`src/cbb_pkg.sv`:
```
// shared constants and register codes of the clipped box blur
`timescale 1ns / 1ps
package cbb_pkg;
  localparam int MAX_RADIUS = 5;
  localparam int MAX_WIDTH  = 1024;
  localparam int MAX_HEIGHT = 1024;

  localparam int PIX_W   = 8;
  localparam int LANES   = 3;
  localparam int CFG_W   = 11;
  localparam int CFG_IW  = 2;

  localparam logic [2:0]       RADIUS_RESET = 3'd5;
  localparam logic [CFG_W-1:0] WIDTH_RESET  = 11'd1024;
  localparam logic [CFG_W-1:0] HEIGHT_RESET = 11'd1024;

  localparam logic [CFG_IW-1:0] CFG_RADIUS = 2'd0;
  localparam logic [CFG_IW-1:0] CFG_WIDTH  = 2'd1;
  localparam logic [CFG_IW-1:0] CFG_HEIGHT = 2'd2;
endpackage

```
`src/cbb_div.sv`:
```
// three lane restoring divider, one quotient bit per cycle
`timescale 1ns / 1ps
module cbb_div #(
  parameter int SW = 15,
  parameter int NW = 7
) (
  input  logic                      clk_i,
  input  logic                      rst_ni,
  input  logic                      start_i,
  input  logic [SW-1:0]             dividend_i [cbb_pkg::LANES],
  input  logic [NW-1:0]             divisor_i,
  output logic [cbb_pkg::PIX_W-1:0] quot_o [cbb_pkg::LANES],
  output logic                      done_o
);
  localparam int QW  = cbb_pkg::PIX_W;
  localparam int DW  = NW + QW;
  localparam int STW = $clog2(QW);

  logic           busy_q, done_q;
  logic [STW-1:0] step_q;
  logic [DW-1:0]  rem_q [cbb_pkg::LANES];
  logic [DW-1:0]  dsr_q;
  logic [QW-1:0]  quot_q [cbb_pkg::LANES];

  always_ff @(posedge clk_i or negedge rst_ni) begin
    if (!rst_ni) begin
      busy_q <= 1'b0;
      done_q <= 1'b0;
      step_q <= '0;
    end else if (start_i) begin
      busy_q <= 1'b1;
      done_q <= 1'b0;
      step_q <= '0;
    end else if (busy_q) begin
      step_q <= step_q + 1'b1;
      if (step_q == STW'(QW - 1)) begin
        busy_q <= 1'b0;
        done_q <= 1'b1;
      end
    end
  end

  // mean fits in eight bits, so eight steps cover the quotient
  always_ff @(posedge clk_i) begin
    if (start_i) begin
      dsr_q <= DW'(divisor_i) << (QW - 1);
      for (int i = 0; i < cbb_pkg::LANES; i++) begin
        rem_q[i]  <= DW'(dividend_i[i]);
        quot_q[i] <= '0;
      end
    end else if (busy_q) begin
      dsr_q <= dsr_q >> 1;
      for (int i = 0; i < cbb_pkg::LANES; i++) begin
        if (rem_q[i] >= dsr_q) begin
          rem_q[i]  <= rem_q[i] - dsr_q;
          quot_q[i] <= {quot_q[i][QW-2:0], 1'b1};
        end else begin
          quot_q[i] <= {quot_q[i][QW-2:0], 1'b0};
        end
      end
    end
  end

  assign quot_o = quot_q;
  assign done_o = done_q;
endmodule
```
`config.mk`:
```
export PLATFORM = sky130hd
export DESIGN_NAME = cbb_div
export DESIGN_NICKNAME = d
export VERILOG_FILES = /design/src/cbb_pkg.sv /design/src/cbb_div.sv
export SDC_FILE = /design/constraint.sdc
export NUM_CORES = 1
export LEC_CHECK = 0
export ABC_AREA = 1
export BUFFER_PORTS_ARGS = -buffer_cell sky130_fd_sc_hd__buf_2
export CAP_MARGIN = 5
export CORE_UTILIZATION = 53
export CTS_BUF_LIST = sky130_fd_sc_hd__clkbuf_16
export CTS_CLUSTER_SIZE = 40
export DETAILED_ROUTE_END_ITERATION = 8
export PLACE_DENSITY_LB_ADDON = 0.2
export SLEW_MARGIN = 0
export SYNTH_ARGS = -nofsm -noshare
export SYNTH_HDL_FRONTEND = slang
export SYNTH_SLANG_ARGS = --single-unit
```
`constraint.sdc`:
```
create_clock -name clk_i -period 2.2 [get_ports clk_i]
set_input_delay 0.33 -clock clk_i [delete_from_list [all_inputs] [get_ports clk_i]]
set_output_delay 0.33 -clock clk_i [all_outputs]
set_load 0.005 [all_outputs]
```
=== Word level (Yosys, flattened, before mapping) ===
Memories as Yosys holds them, arrays and structs flattened.
Index checks and enable logic that the tools add are counted.
Widths: inputs -> output; s select.

* Add/sub/neg operators: 4
* $lt $le $gt $ge: 3
* Equality and inequality tests: 1
* Multiplexer cells: 30
* Bitwise logic cells: 3
* Reduce and logical (&&, ||, !) cells: 3

{| class="wikitable"
|+ Operators by type and width
! cell !! count
|-
| $ge 15x14->1 || 3
|-
| $mux 15 || 3
|-
| $sub 15x14->15 || 3
|-
| $mux 14 || 2
|-
| $mux 1 || 23
|-
| $mux 3 || 2
|-
| $reduce_bool 2->1 || 2
|-
| $add 3x1->3 const B || 1
|-
| $eq 3x3->1 const B || 1
|-
| $or 1x1->1 || 3
|-
| $reduce_and 2->1 || 1
|}

* Flip-flop bits (word level): 43
* Bits in writable memories: 45
* Input port bits: 55
* Output and inout bits: 25
* Logic and storage cells: 53
* Memories kept: 1

{| class="wikitable"
|+ Memories
! name !! depth !! width !! read ports !! clocked after memory_dff !! write ports !! RTL line !! source
|-
| rem_q || 3 || 15 || 3 || 0 || 3 || cbb_div.sv:21 || <nowiki>logic [DW-1:0] rem_q [cbb_pkg::LANES];</nowiki>
|}

=== Depth between registers and ports, before layout ===
Gate-level depths: netlist of the first run.
An unclocked memory read counts as a cell.

* Depth in word-level cells: 7
* Gate-level depth with buffers: 14
* Mapped depth without buffers: 13

=== Least setup slack after synthesis of the first run ===
Ideal clock, no wire load.

* Kind: register to register
* Start point: reg dsr_q[1]
* End point: mem rem_q[0][30] (netlist name) (enable)
* Arrival: 1987 ps
* Data required time: 1834 ps
* Slack: -154 ps
* Stages on the path, launching flop included: 13
* Clock period less this slack: 2354 ps
* Cells stage by stage: dfxtp_1 -> inv_1 -> ha_1 -> nand3_1 -> nand2_1 -> nand2_1 -> nand2_1 -> nand2_1 -> nand3_2 -> nand2_2 -> buf_6 -> buf_6 -> nand2_1

{| class="wikitable"
|+ RTL lines
! item !! RTL line !! source
|-
| start, declared || cbb_div.sv:22 || <nowiki>logic [DW-1:0] dsr_q;</nowiki>
|-
| start signal, assigned || cbb_div.sv:46 || <nowiki>dsr_q <= DW'(divisor_i) << (QW - 1);</nowiki>
|-
| start signal, assigned || cbb_div.sv:52 || <nowiki>dsr_q <= dsr_q >> 1;</nowiki>
|-
| end, declared || cbb_div.sv:21 ||
|}

==> results of run 1 <==
-- flip-flops by register name (all words and copies together), names as in the netlist --
name / flops
done_o: 1
rem_q: 45
dsr_q: 14
quot_o: 24
step_q: 3
busy_q: 1
-- worst max-delay path: cells and delay by family (launching register included) --
family                     cells  cell delay, ns
DFF                            1            0.34
adders and majority gates      1            0.38
buffers and inverters          3            0.56
and+or+nand+nor                9            0.78
-- cell usage after synthesis (2+ instances only) --
cell	n	area [sq um]
nand4_1	45	281.5
nand2_2	4	25.02
nor2_1	40	150.1
nor3_2	2	20.02
nand3_2	3	30.03
xnor2_1	8	70.07
nand2_1	252	945.9
buf_2	4	20.02
inv_2	4	15.01
o21ai_0	23	115.1
a21boi_0	2	15.01
nor2_2	4	25.02
fa_1	3	60.06
o21bai_1	4	30.03
nand3_1	21	105.1
a21oi_1	37	185.2
dfxtp_1	31	620.6
buf_6	17	191.4
o21ai_1	3	15.01
a21o_1	4	30.03
clkbuf_1	3	11.26
xor2_1	22	192.7
ha_1	44	550.5
o22ai_1	24	150.1
a22o_1	2	17.52
and2_1	2	12.51
inv_1	96	360.4
dfrtp_1	5	125.1
edfxtp_1	52	1562
nand3b_1	3	22.52
-- through the flow --
step	setup slack (ns)	instances	utilization, %
after CTS	-0.009732	1062	68.10
after detailed placement	-0.1667	1042	64.16
after global routing	-0.2075	1083	74.90
final	-0.1271	1083	74.90
after floorplan	0.01510	772	-
after global placement	-0.06859	1042	64.16
-- cell type report --
cell class	count	area, sq um	area share (%)
clock buffers	9	225.2	2.750
clock inverters	7	51.30	0.6263
inverters	101	405.4	4.950
multi-input cells	558	3635	44.38
flip-flops and latches	88	2311	28.22
well taps	140	175.2	2.139
repair buffers	180	1388	16.94
-- logic make-up (layout without fill, tap and decap cells) --
logic type	after synthesis	after routing
DFF	88	88
buffers and inverters	126	297
AOI/OAI and AO/OA	100	100
adders and majority gates	47	47
and+or+nand+nor	381	381
xor gates and xnor gates	30	30
-- how the worst max path moves through the flow --
stage | startpoint | endpoint
after CTS | dsr_q[5] | rem_q[0][37]
after floorplan | dsr_q[1] | rem_q[0][30]
after global routing | dsr_q[3] | rem_q[0][31]
final | dsr_q[3] | rem_q[0][37]
after global placement | dsr_q[13] | rem_q[0][37]
after detailed placement | dsr_q[13] | rem_q[0][37]
-- repair_timing --
action | 4_1_cts | 5_1_grt
gates resized for setup | 22 | 105
setup buffers | 3 | 17
gates cloned | 0 | 4
hold buffers | 1 | 0
endpoints found under the hold margin | 5 | 0
pin swaps | 1 | 40
endpoints found under the setup margin | 90 | 90
-- metal layers --
metal / global-route usage (%) / wire (um) / vias to the layer above
met4: 12.93 / 577 / 0
li1: - / - / 2906
met3: 4.822 / 1510 / 45
met2: 50.27 / 9140 / 276
met5: 0 / 0 / -
met1: 36.19 / 7136 / 2864
-- power by group --
part           switching, W  internal, W
Combinational       0.00444      0.00375
Sequential         0.000389      0.00261
Clock              0.000727     0.000778
Total               0.00556      0.00714
==> qor.csv, run 1 <==
metric;value;unit
tritoncts.num_buffers;9;
finish.instance_area;8190;sq um
power-per-cell-area;1551;nW/um^2
fin_worst_hold_slack;0.2301;ns
floorplan.rows;38;
layout-drive-gt1-share;32.34;%
hold_path.class;input pin to flop;
synth_compound_gate_area_share;9.412;%
power.static_leakage;3.935;nW
max_cap_viol_count;0;
synth-main-ff-cell;edfxtp_1;
timing.critical_path.slowest_stage_cell;ha_4;
initial_utilization;55.07;%
place.gp.congestion;0.9913;
min_to;dsr_q[13];
finalCritPeriodShare;105.8;%
fillCellCount;803;
hold_depth;3;
floorplan.die.height;108.6;um
netlist_instances;772;
dr.pass1.iters;5;
die_area;11790;sq um
ant_nets;0;
yosysWarnings;0;
synthesis.area_per_instance;7.801;sq um
most_common_cell_after_layout_fill_and_taps_aside;nand2_1;
grt_overflow_total;0;
asyncSetResetFlopFracSynth;5.682;%
grt.total_usage;29.35;%
post_dp_cell_area;7017;sq um
setup_slack;-0.1271;ns
yosys.area_share.xor_xnor;4.363;%
rsz0062_at_grt;yes;
cts.sinks;88;
postSynthNetCount;874;
min-delay-start;divisor_i[6];
max_stage_delay;0.38;ns
worst_clock_skew;0.01245;ns
synth_area;6022;sq um
route.vias.total;6091;
drc_marker_count_from_the_first_detailed_route_iteration;455;
core-area;10940;sq um
cts-htree-levels;3;
clock.fmax;429.7;MHz
synth_adder_area_share;10.14;%
critical_path_required;2.31;ns
clk_latency;0.36;ns
drt-wirelength-per-cell;16.96;um
slew_viol_final;0;
via_density_per_instance;5.624;
buffer_ports.inserted;79;
main_combinational_cell_family_by_area_after_synthesis;simple AND/OR/NAND/NOR gates;
antenna_found_initial;0;
worst_slew_margin_rel;58.49;%
path_max_fanout;6;
final_hold_viol_count;0;
worstPathCellList;clkinvlp_4 > ha_4 > nand2_2 > nor2_4 > nand2_2 > nor2_2 > nor2_2 > nand3_2 > nand2_4 > buf_6 > buf_12 > nand4_1 > nand2_1;
post_synth_mux_area_share;0;%
final.setup.tns;-3.472;ns
finalSetupViolations;72;
tritoncts;built;
setup.worst_path.start_class;flop;
critical_path.reg2reg.startpoint;dsr_q[3];
timing.setup.critical_path_class;flop to flop;
die-width;108.6;um
number_of_synthesized_flops_with_an_enable_pin;52;
max-vdd-ir-drop;777.2;uV
number_of_flip_flops_and_latches_in_the_synthesized_netlist;88;
grt_start_max_net_pins;29;
clk_path_buf_depth;2;
end_kind;flop;
r2r_endpoint;rem_q[0][37];
area_growth;36.01;%
violations_in_the_final_reports;negative setup slack;
route.detailed.drc;0;
cts_root_buffer;clkbuf_16;
antenna_cells_inserted;0;
post-dp-hpwl;12370;um
yosysUniqueCellTypes;38;
yosys.area_share.simple;27.72;%
most-common-layout-cells;223 x nand2_1, 84 x inv_1, 79 x buf_2, 75 x buf_4, 52 x edfxtp_1;
synth-seq-area-share;38.31;%
grt_pass1_wl;26500;um
io_pins;80;
reg2regPathDepth;13;
detail_route.wirelength;18360;um
number_of_global_route_vias_before_repair;5662;
clk_transition_reported_paths;0.08;ns
cp.arrival;2.43;ns
min_period;2.327;ns
final_net_count;1040;
regToRegSetupSlack;-0.13;ns
result_of_the_run;finished, violations left;
totalPowerFinal;0.01270;W
tightestPinTransition;0.6220;ns
No activity file was read; power rests on OpenSTA's default activity.
==> run 2: changes to the inputs <==
- SKIP_LAST_GASP: not set -> 1
==> qor.csv, run 2 (same netlist as run 1, synthesis figures left out) <==
metric;value;unit;change
result_of_the_run;finished, violations left;;
violations_in_the_final_reports;negative setup slack;;
globalRoute.busiestLayer;met2;;
cts.sinks;88;;unchanged
fin_worst_hold_slack;0.2280;ns;-0.002167 ns
die_area;11790;sq um;unchanged
clk_transition_reported_paths;0.08;ns;about the same
critical_path.reg2reg.startpoint;dsr_q[3];;
min_period;2.321;ns;-0.006220 ns
max-vdd-ir-drop;773.3;uV;-0.51%
power.static_leakage;3.934;nW;about the same
place.gp.congestion;0.9913;;unchanged
critical_path_required;2.31;ns;about the same
ant_nets;0;;unchanged
final_hold_viol_count;0;;unchanged
antenna_cells_inserted;0;;unchanged
floorplan.rows;38;;unchanged
setup_slack;-0.1209;ns;+0.006220 ns
setup.worst_path.start_class;flop;;
r2r_endpoint;rem_q[0][37];;
antenna_found_initial;0;;unchanged
timing.critical_path.slowest_stage_cell;ha_4;;
tritoncts.num_buffers;9;;unchanged
tritoncts;built;;
finalCritPeriodShare;105.5;%;-0.28 points
most-common-layout-cells;223 x nand2_1, 84 x inv_1, 79 x buf_2, 75 x buf_4, 52 x edfxtp_1;;
grt.total_usage;29.35;%;unchanged
reg2regPathDepth;13;;unchanged
cp.arrival;2.43;ns;about the same
io_pins;80;;unchanged
final_net_count;1040;;unchanged
buffer_ports.inserted;79;;unchanged
regToRegSetupSlack;-0.12;ns;about the same
regMostFlops;rem_q;;
globalRouteMet3Util;4.822;%;unchanged
die-width;108.6;um;unchanged
cts-htree-levels;3;;unchanged
layoutNonFillerInstCount;1083;;unchanged
worst_slew_margin_rel;58.00;%;-0.48 points
end_kind;flop;;
drc_marker_count_from_the_first_detailed_route_iteration;405;;-11%
layout-drive-gt1-share;32.24;%;-0.11 points
grt_overflow_total;0;;unchanged
max_stage_delay;0.38;ns;about the same
tightestPinTransition;0.6292;ns;+0.007221 ns
slew_viol_final;0;;unchanged
grt.met2_usage;50.27;%;unchanged
fillCellCount;804;;+0.12%
detail_route.wirelength;18340;um;-0.16%
grt_pass1_wl;26500;um;unchanged
initial_utilization;55.07;%;unchanged
grt.met1_usage;36.19;%;unchanged
path_depth;13;;unchanged
final.setup.tns;-3.035;ns;+0.4375 ns
clk_latency;0.36;ns;about the same
post-dp-hpwl;12370;um;unchanged
worst_setup_path_endpoint;rem_q[0][37];;
clk_path_buf_depth;2;;unchanged
rsz0062_at_grt;yes;;
cp-startpoint;dsr_q[3];;
core-area;10940;sq um;unchanged
largest_register_ffs;45;;unchanged
floorplan.die.height;108.6;um;unchanged
power-per-cell-area;1552;nW/um^2;about the same
route.vias.total;6054;;-0.61%
grt_start_max_net_pins;29;;unchanged
dpl.cell_count;1042;;unchanged
dr.pass1.iters;6;;+1
buffer_and_inverter_count_on_the_worst_path;3;;unchanged
worst_clock_skew;0.01274;ns;+0.0002927 ns
timing.setup.critical_path_class;flop to flop;;
drt-wirelength-per-cell;16.93;um;-0.16%
number_of_global_route_vias_before_repair;5662;;unchanged
min-delay-start;divisor_i[6];;
hold_path.class;input pin to flop;;
route.detailed.drc;0;;unchanged
clock.fmax;430.9;MHz;+0.27%
most_common_cell_after_layout_fill_and_taps_aside;nand2_1;;
max_cap_viol_count;0;;unchanged
worstPathCellList;clkinvlp_4 > ha_4 > nand2_2 > nor2_4 > nand2_2 > nor2_2 > nor2_2 > nand3_2 > nand2_4 > buf_6 > buf_12 > nand4_1 > nand2_1;;
path_max_fanout;6;;unchanged
cts_root_buffer;clkbuf_16;;
area_growth;35.94;%;about the same
finalSetupViolations;71;;-1.4%
cp_top_family;simple AND/OR/NAND/NOR gates;;
via_density_per_instance;5.590;;-0.61%
-- run 2: per-layer routing --
layer,vias to the layer above,part of all wire (%)
li1,2906,-
met1,2848,40
met2,252,50
met3,48,7.2
met4,0,3.4
met5,-,0
-- run 2: worst reg2reg max path, delay by kind of cell (launching register included) --
kind | cells | cell delay (ns)
AND/OR/NAND/NOR | 9 | 0.79
flip-flops | 1 | 0.34
buffers and inverters | 3 | 0.55
adder cells (fa/ha/maj) | 1 | 0.38
-- run 2: what timing repair did --
action / CTS / global route
setup buffers: 3 / 17
setup endpoints to repair: 90 / 90
resized for setup: 22 / 104
hold buffers: 1 / 0
pin swaps: 1 / 40
cloned: 0 / 4
endpoints found under the hold margin: 5 / 0
-- run 2: where the power goes --
group | switching, W | total (W) | leakage [nW] | internal, W
clock network | 0.000734 | 0.00151 | 0.143 | 0.000779
registers | 0.000392 | 0.00300 | 0.860 | 0.00261
logic | 0.00444 | 0.00819 | 2.93 | 0.00375
total | 0.00556 | 0.0127 | 3.93 | 0.00714
-- run 2: layout make-up --
type	count	area, sq um	area share (%)
clock inverters	7	51.30	0.6266
flip-flops and latches	88	2311	28.23
repair buffers	180	1388	16.95
multi-input cells	558	3631	44.35
inverters	101	405.4	4.952
well taps	140	175.2	2.140
clock buffers	9	225.2	2.751
-- run 2: how the worst min path moves through the flow --
stage | end | slack (ns) | cells after the start
floorplan | busy_q | 0.03 | 0
global placement | done_o | 0.15 | 1
detailed placement | done_o | 0.16 | 1
CTS | dsr_q[13] | 0.23 | 3
global route | dsr_q[13] | 0.24 | 3
finish | dsr_q[13] | 0.23 | 3
-- run 2: through the flow --
step	utilization, %	worst slack (ns)	total power (W)	cell area (sq um)
2_1_floorplan	-	0.01510	0.007486	6027
3_3_place_gp	64.16	-0.06859	0.009364	7017
3_5_place_dp	64.16	-0.1667	0.009555	7017
4_1_cts	68.10	-0.009732	0.01126	7447
5_1_grt	74.86	-0.2075	0.01360	8187
6_report	74.86	-0.1209	0.01270	8187
==> run 3: changes to the inputs <==
- MAX_ROUTING_LAYER: not set -> met4
==> qor.csv, run 3 (same netlist as run 1, synthesis figures left out) <==
metric;value;unit;change
detail_route.wirelength;19160;um;+4.5%
path_max_fanout;7;;+1
ant_nets;0;;unchanged
via_density_per_instance;5.626;;+0.65%
final_hold_viol_count;0;;unchanged
rsz0062_at_grt;yes;;
cp.arrival;2.39;ns;-0.04 ns
drc_marker_count_from_the_first_detailed_route_iteration;419;;+3.5%
crit_top_cell;nand2_1;;
area_growth;37.36;%;
largest_register_ffs;45;;unchanged
core-area;10940;sq um;unchanged
slew_viol_final;0;;unchanged
max_cap_viol_count;0;;unchanged
worst_clock_skew;0.01082;ns;-0.001922 ns
timing.critical_path.slowest_stage_cell;edfxtp_1;;
tritoncts.num_buffers;9;;unchanged
regMostFlops;rem_q;;
hold_depth;3;;unchanged
clk_path_buf_depth;2;;unchanged
power-per-cell-area;1599;nW/um^2;+3.1%
initial_utilization;55.07;%;unchanged
buffer_and_inverter_count_on_the_worst_path;2;;-1
antenna_found_initial;0;;unchanged
most_common_cell_after_layout_fill_and_taps_aside;nand2_1;;
io_pins;80;;unchanged
power.static_leakage;3.940;nW;+0.14%
buffer_ports.inserted;79;;unchanged
route.vias.total;6065;;+0.18%
max-vdd-ir-drop;844.9;uV;+9.3%
fin_worst_hold_slack;0.2260;ns;-0.001929 ns
finalSetupViolations;60;;-15%
reg2regPathDepth;11;;-2
post-dp-hpwl;12280;um;-0.74%
layout-drive-gt1-share;33.90;%;+1.7 points
worst_slew_margin_rel;57.42;%;-0.58 points
hold_path.class;input pin to flop;;
path_depth;11;;-2
number_of_global_route_vias_before_repair;5533;;-2.3%
violations_in_the_final_reports;negative setup slack;;
max_stage_delay;0.42;ns;+0.04 ns
most-common-layout-cells;204 x nand2_1, 80 x inv_1, 79 x buf_2, 73 x buf_4, 52 x edfxtp_1;;
grt.total_usage;29.72;%;+0.37 points
die_area;11790;sq um;unchanged
clock.fmax;438.3;MHz;+1.7%
clk_transition_reported_paths;0.07;ns;about the same
cts-htree-levels;3;;unchanged
floorplan.rows;38;;unchanged
antenna_cells_inserted;0;;unchanged
worstPathCellList;inv_4 > ha_4 > a21oi_1 > nand2_1 > nand2_1 > nand3_4 > nand2_4 > nand3_4 > buf_4 > nand2_1 > nand2_1;;
tightestPinTransition;0.6380;ns;+0.008726 ns
clk_latency;0.36;ns;about the same
place.gp.congestion;1.011;;+2.0%
grt_pass1_wl;25960;um;-2.0%
grt_start_max_net_pins;29;;unchanged
finish.instance_area;8272;sq um;+1.0%
drt-wirelength-per-cell;17.77;um;+5.0%
post_dp_cell_area;6987;sq um;-0.43%
final_net_count;1035;;-0.48%
setup.worst_path.start_class;flop;;
grt_overflow_total;0;;unchanged
tritoncts;built;;
setup_slack;-0.08158;ns;+0.03934 ns
route.detailed.drc;0;;unchanged
critical_path_required;2.31;ns;about the same
die-width;108.6;um;unchanged
finalCritPeriodShare;103.7;%;-1.8 points
dr.pass1.iters;5;;-1
cts.sinks;88;;unchanged
result_of_the_run;finished, violations left;;
end_kind;flop;;
min_period;2.282;ns;-0.03934 ns
cts_root_buffer;clkbuf_16;;
timing.setup.critical_path_class;flop to flop;;
floorplan.die.height;108.6;um;unchanged
cp_top_family;simple AND/OR/NAND/NOR gates;;
-- run 3: changes by cell type in the layout (fill, tap and decap cells not counted), moves of 2 or more --
cell and change:
inv_6 +2, nand2_2 +9, nand2_4 +11, buf_4 -2, ha_1 -3, inv_2 +4, nor2_2 -6, nor2_1 +5
ha_4 +3, inv_4 -2, inv_1 -4, buf_6 -4, nand2_1 -19
-- run 3: area by class of cell --
type / instances / area (sq um)
fillers: 774 / 2664
clock inverters: 7 / 57.56
clock buffers: 9 / 225.2
inverters: 101 / 401.6
well taps: 140 / 175.2
repair buffers: 175 / 1358
flip-flops and latches: 88 / 2310
multi-input cells: 558 / 3745
-- run 3: final timing paths --
kind                                      to  slack (ns)    startpoint
worst max-delay path            rem_q[0][30]       -0.08     dsr_q[10]
worst min-delay path               dsr_q[13]        0.23  divisor_i[6]
worst max register to register  rem_q[0][30]       -0.08     dsr_q[10]
worst min register to register    quot_o[15]        0.46    quot_o[15]
max in group asynchronous          step_q[0]        1.76        rst_ni
min in group asynchronous             busy_q        0.31        rst_ni
-- run 3: stage by stage --
step / util [%] / setup slack [ns] / power [W] / instances / setup TNS (ns)
after floorplan: - / 0.01510 / 0.007486 / 772 / 0
after global placement: 63.89 / -0.03355 / 0.009335 / 1038 / -0.5967
after detailed placement: 63.89 / -0.09706 / 0.009537 / 1038 / -3.460
after CTS: 68.41 / -0.008398 / 0.01131 / 1060 / -0.03922
after global routing: 75.64 / -0.1533 / 0.01405 / 1078 / -8.010
final: 75.64 / -0.08158 / 0.01323 / 1078 / -2.357
-- run 3: timing repair --
| action | 4_1_cts | 5_1_grt |
|---|---|---|
| resized for setup | 26 | 120 |
| hold buffers | 1 | 0 |
| buffers inserted | 5 | 14 |
| hold endpoints to repair | 5 | 0 |
| setup endpoints to repair | 90 | 91 |
| pin swaps | 0 | 16 |
| gates cloned | 0 | 5 |
-- run 3: worst register-to-register path: cells and delay by family, from the launching register on --
kind,cells,cell delay (ns)
AND/OR/NAND/NOR,7,0.78
adder cells (fa/ha/maj),1,0.24
flip-flops,1,0.42
AO/OA/AOI/OAI,1,0.25
buffers and inverters,2,0.37
-- run 3: where the power goes --
part	total [W]	internal (W)	switching [W]
sequential	0.00302	0.00261	0.000403
clock	0.00153	0.000787	0.000739
combinational	0.00869	0.00394	0.00475
-- run 3: per-layer routing --
| metal | wire length (um) | global-route usage, % | part of all wire, % | vias to the layer above |
|---|---|---|---|---|
| li1 | - | - | - | 2884 |
| met1 | 7542 | 35.56 | 39 | 2815 |
| met2 | 9136 | 49.68 | 48 | 276 |
| met3 | 1453 | 4.762 | 7.6 | 90 |
| met4 | 1022 | 12.26 | 5.3 | 0 |
| met5 | 0 | - | 0 | - |
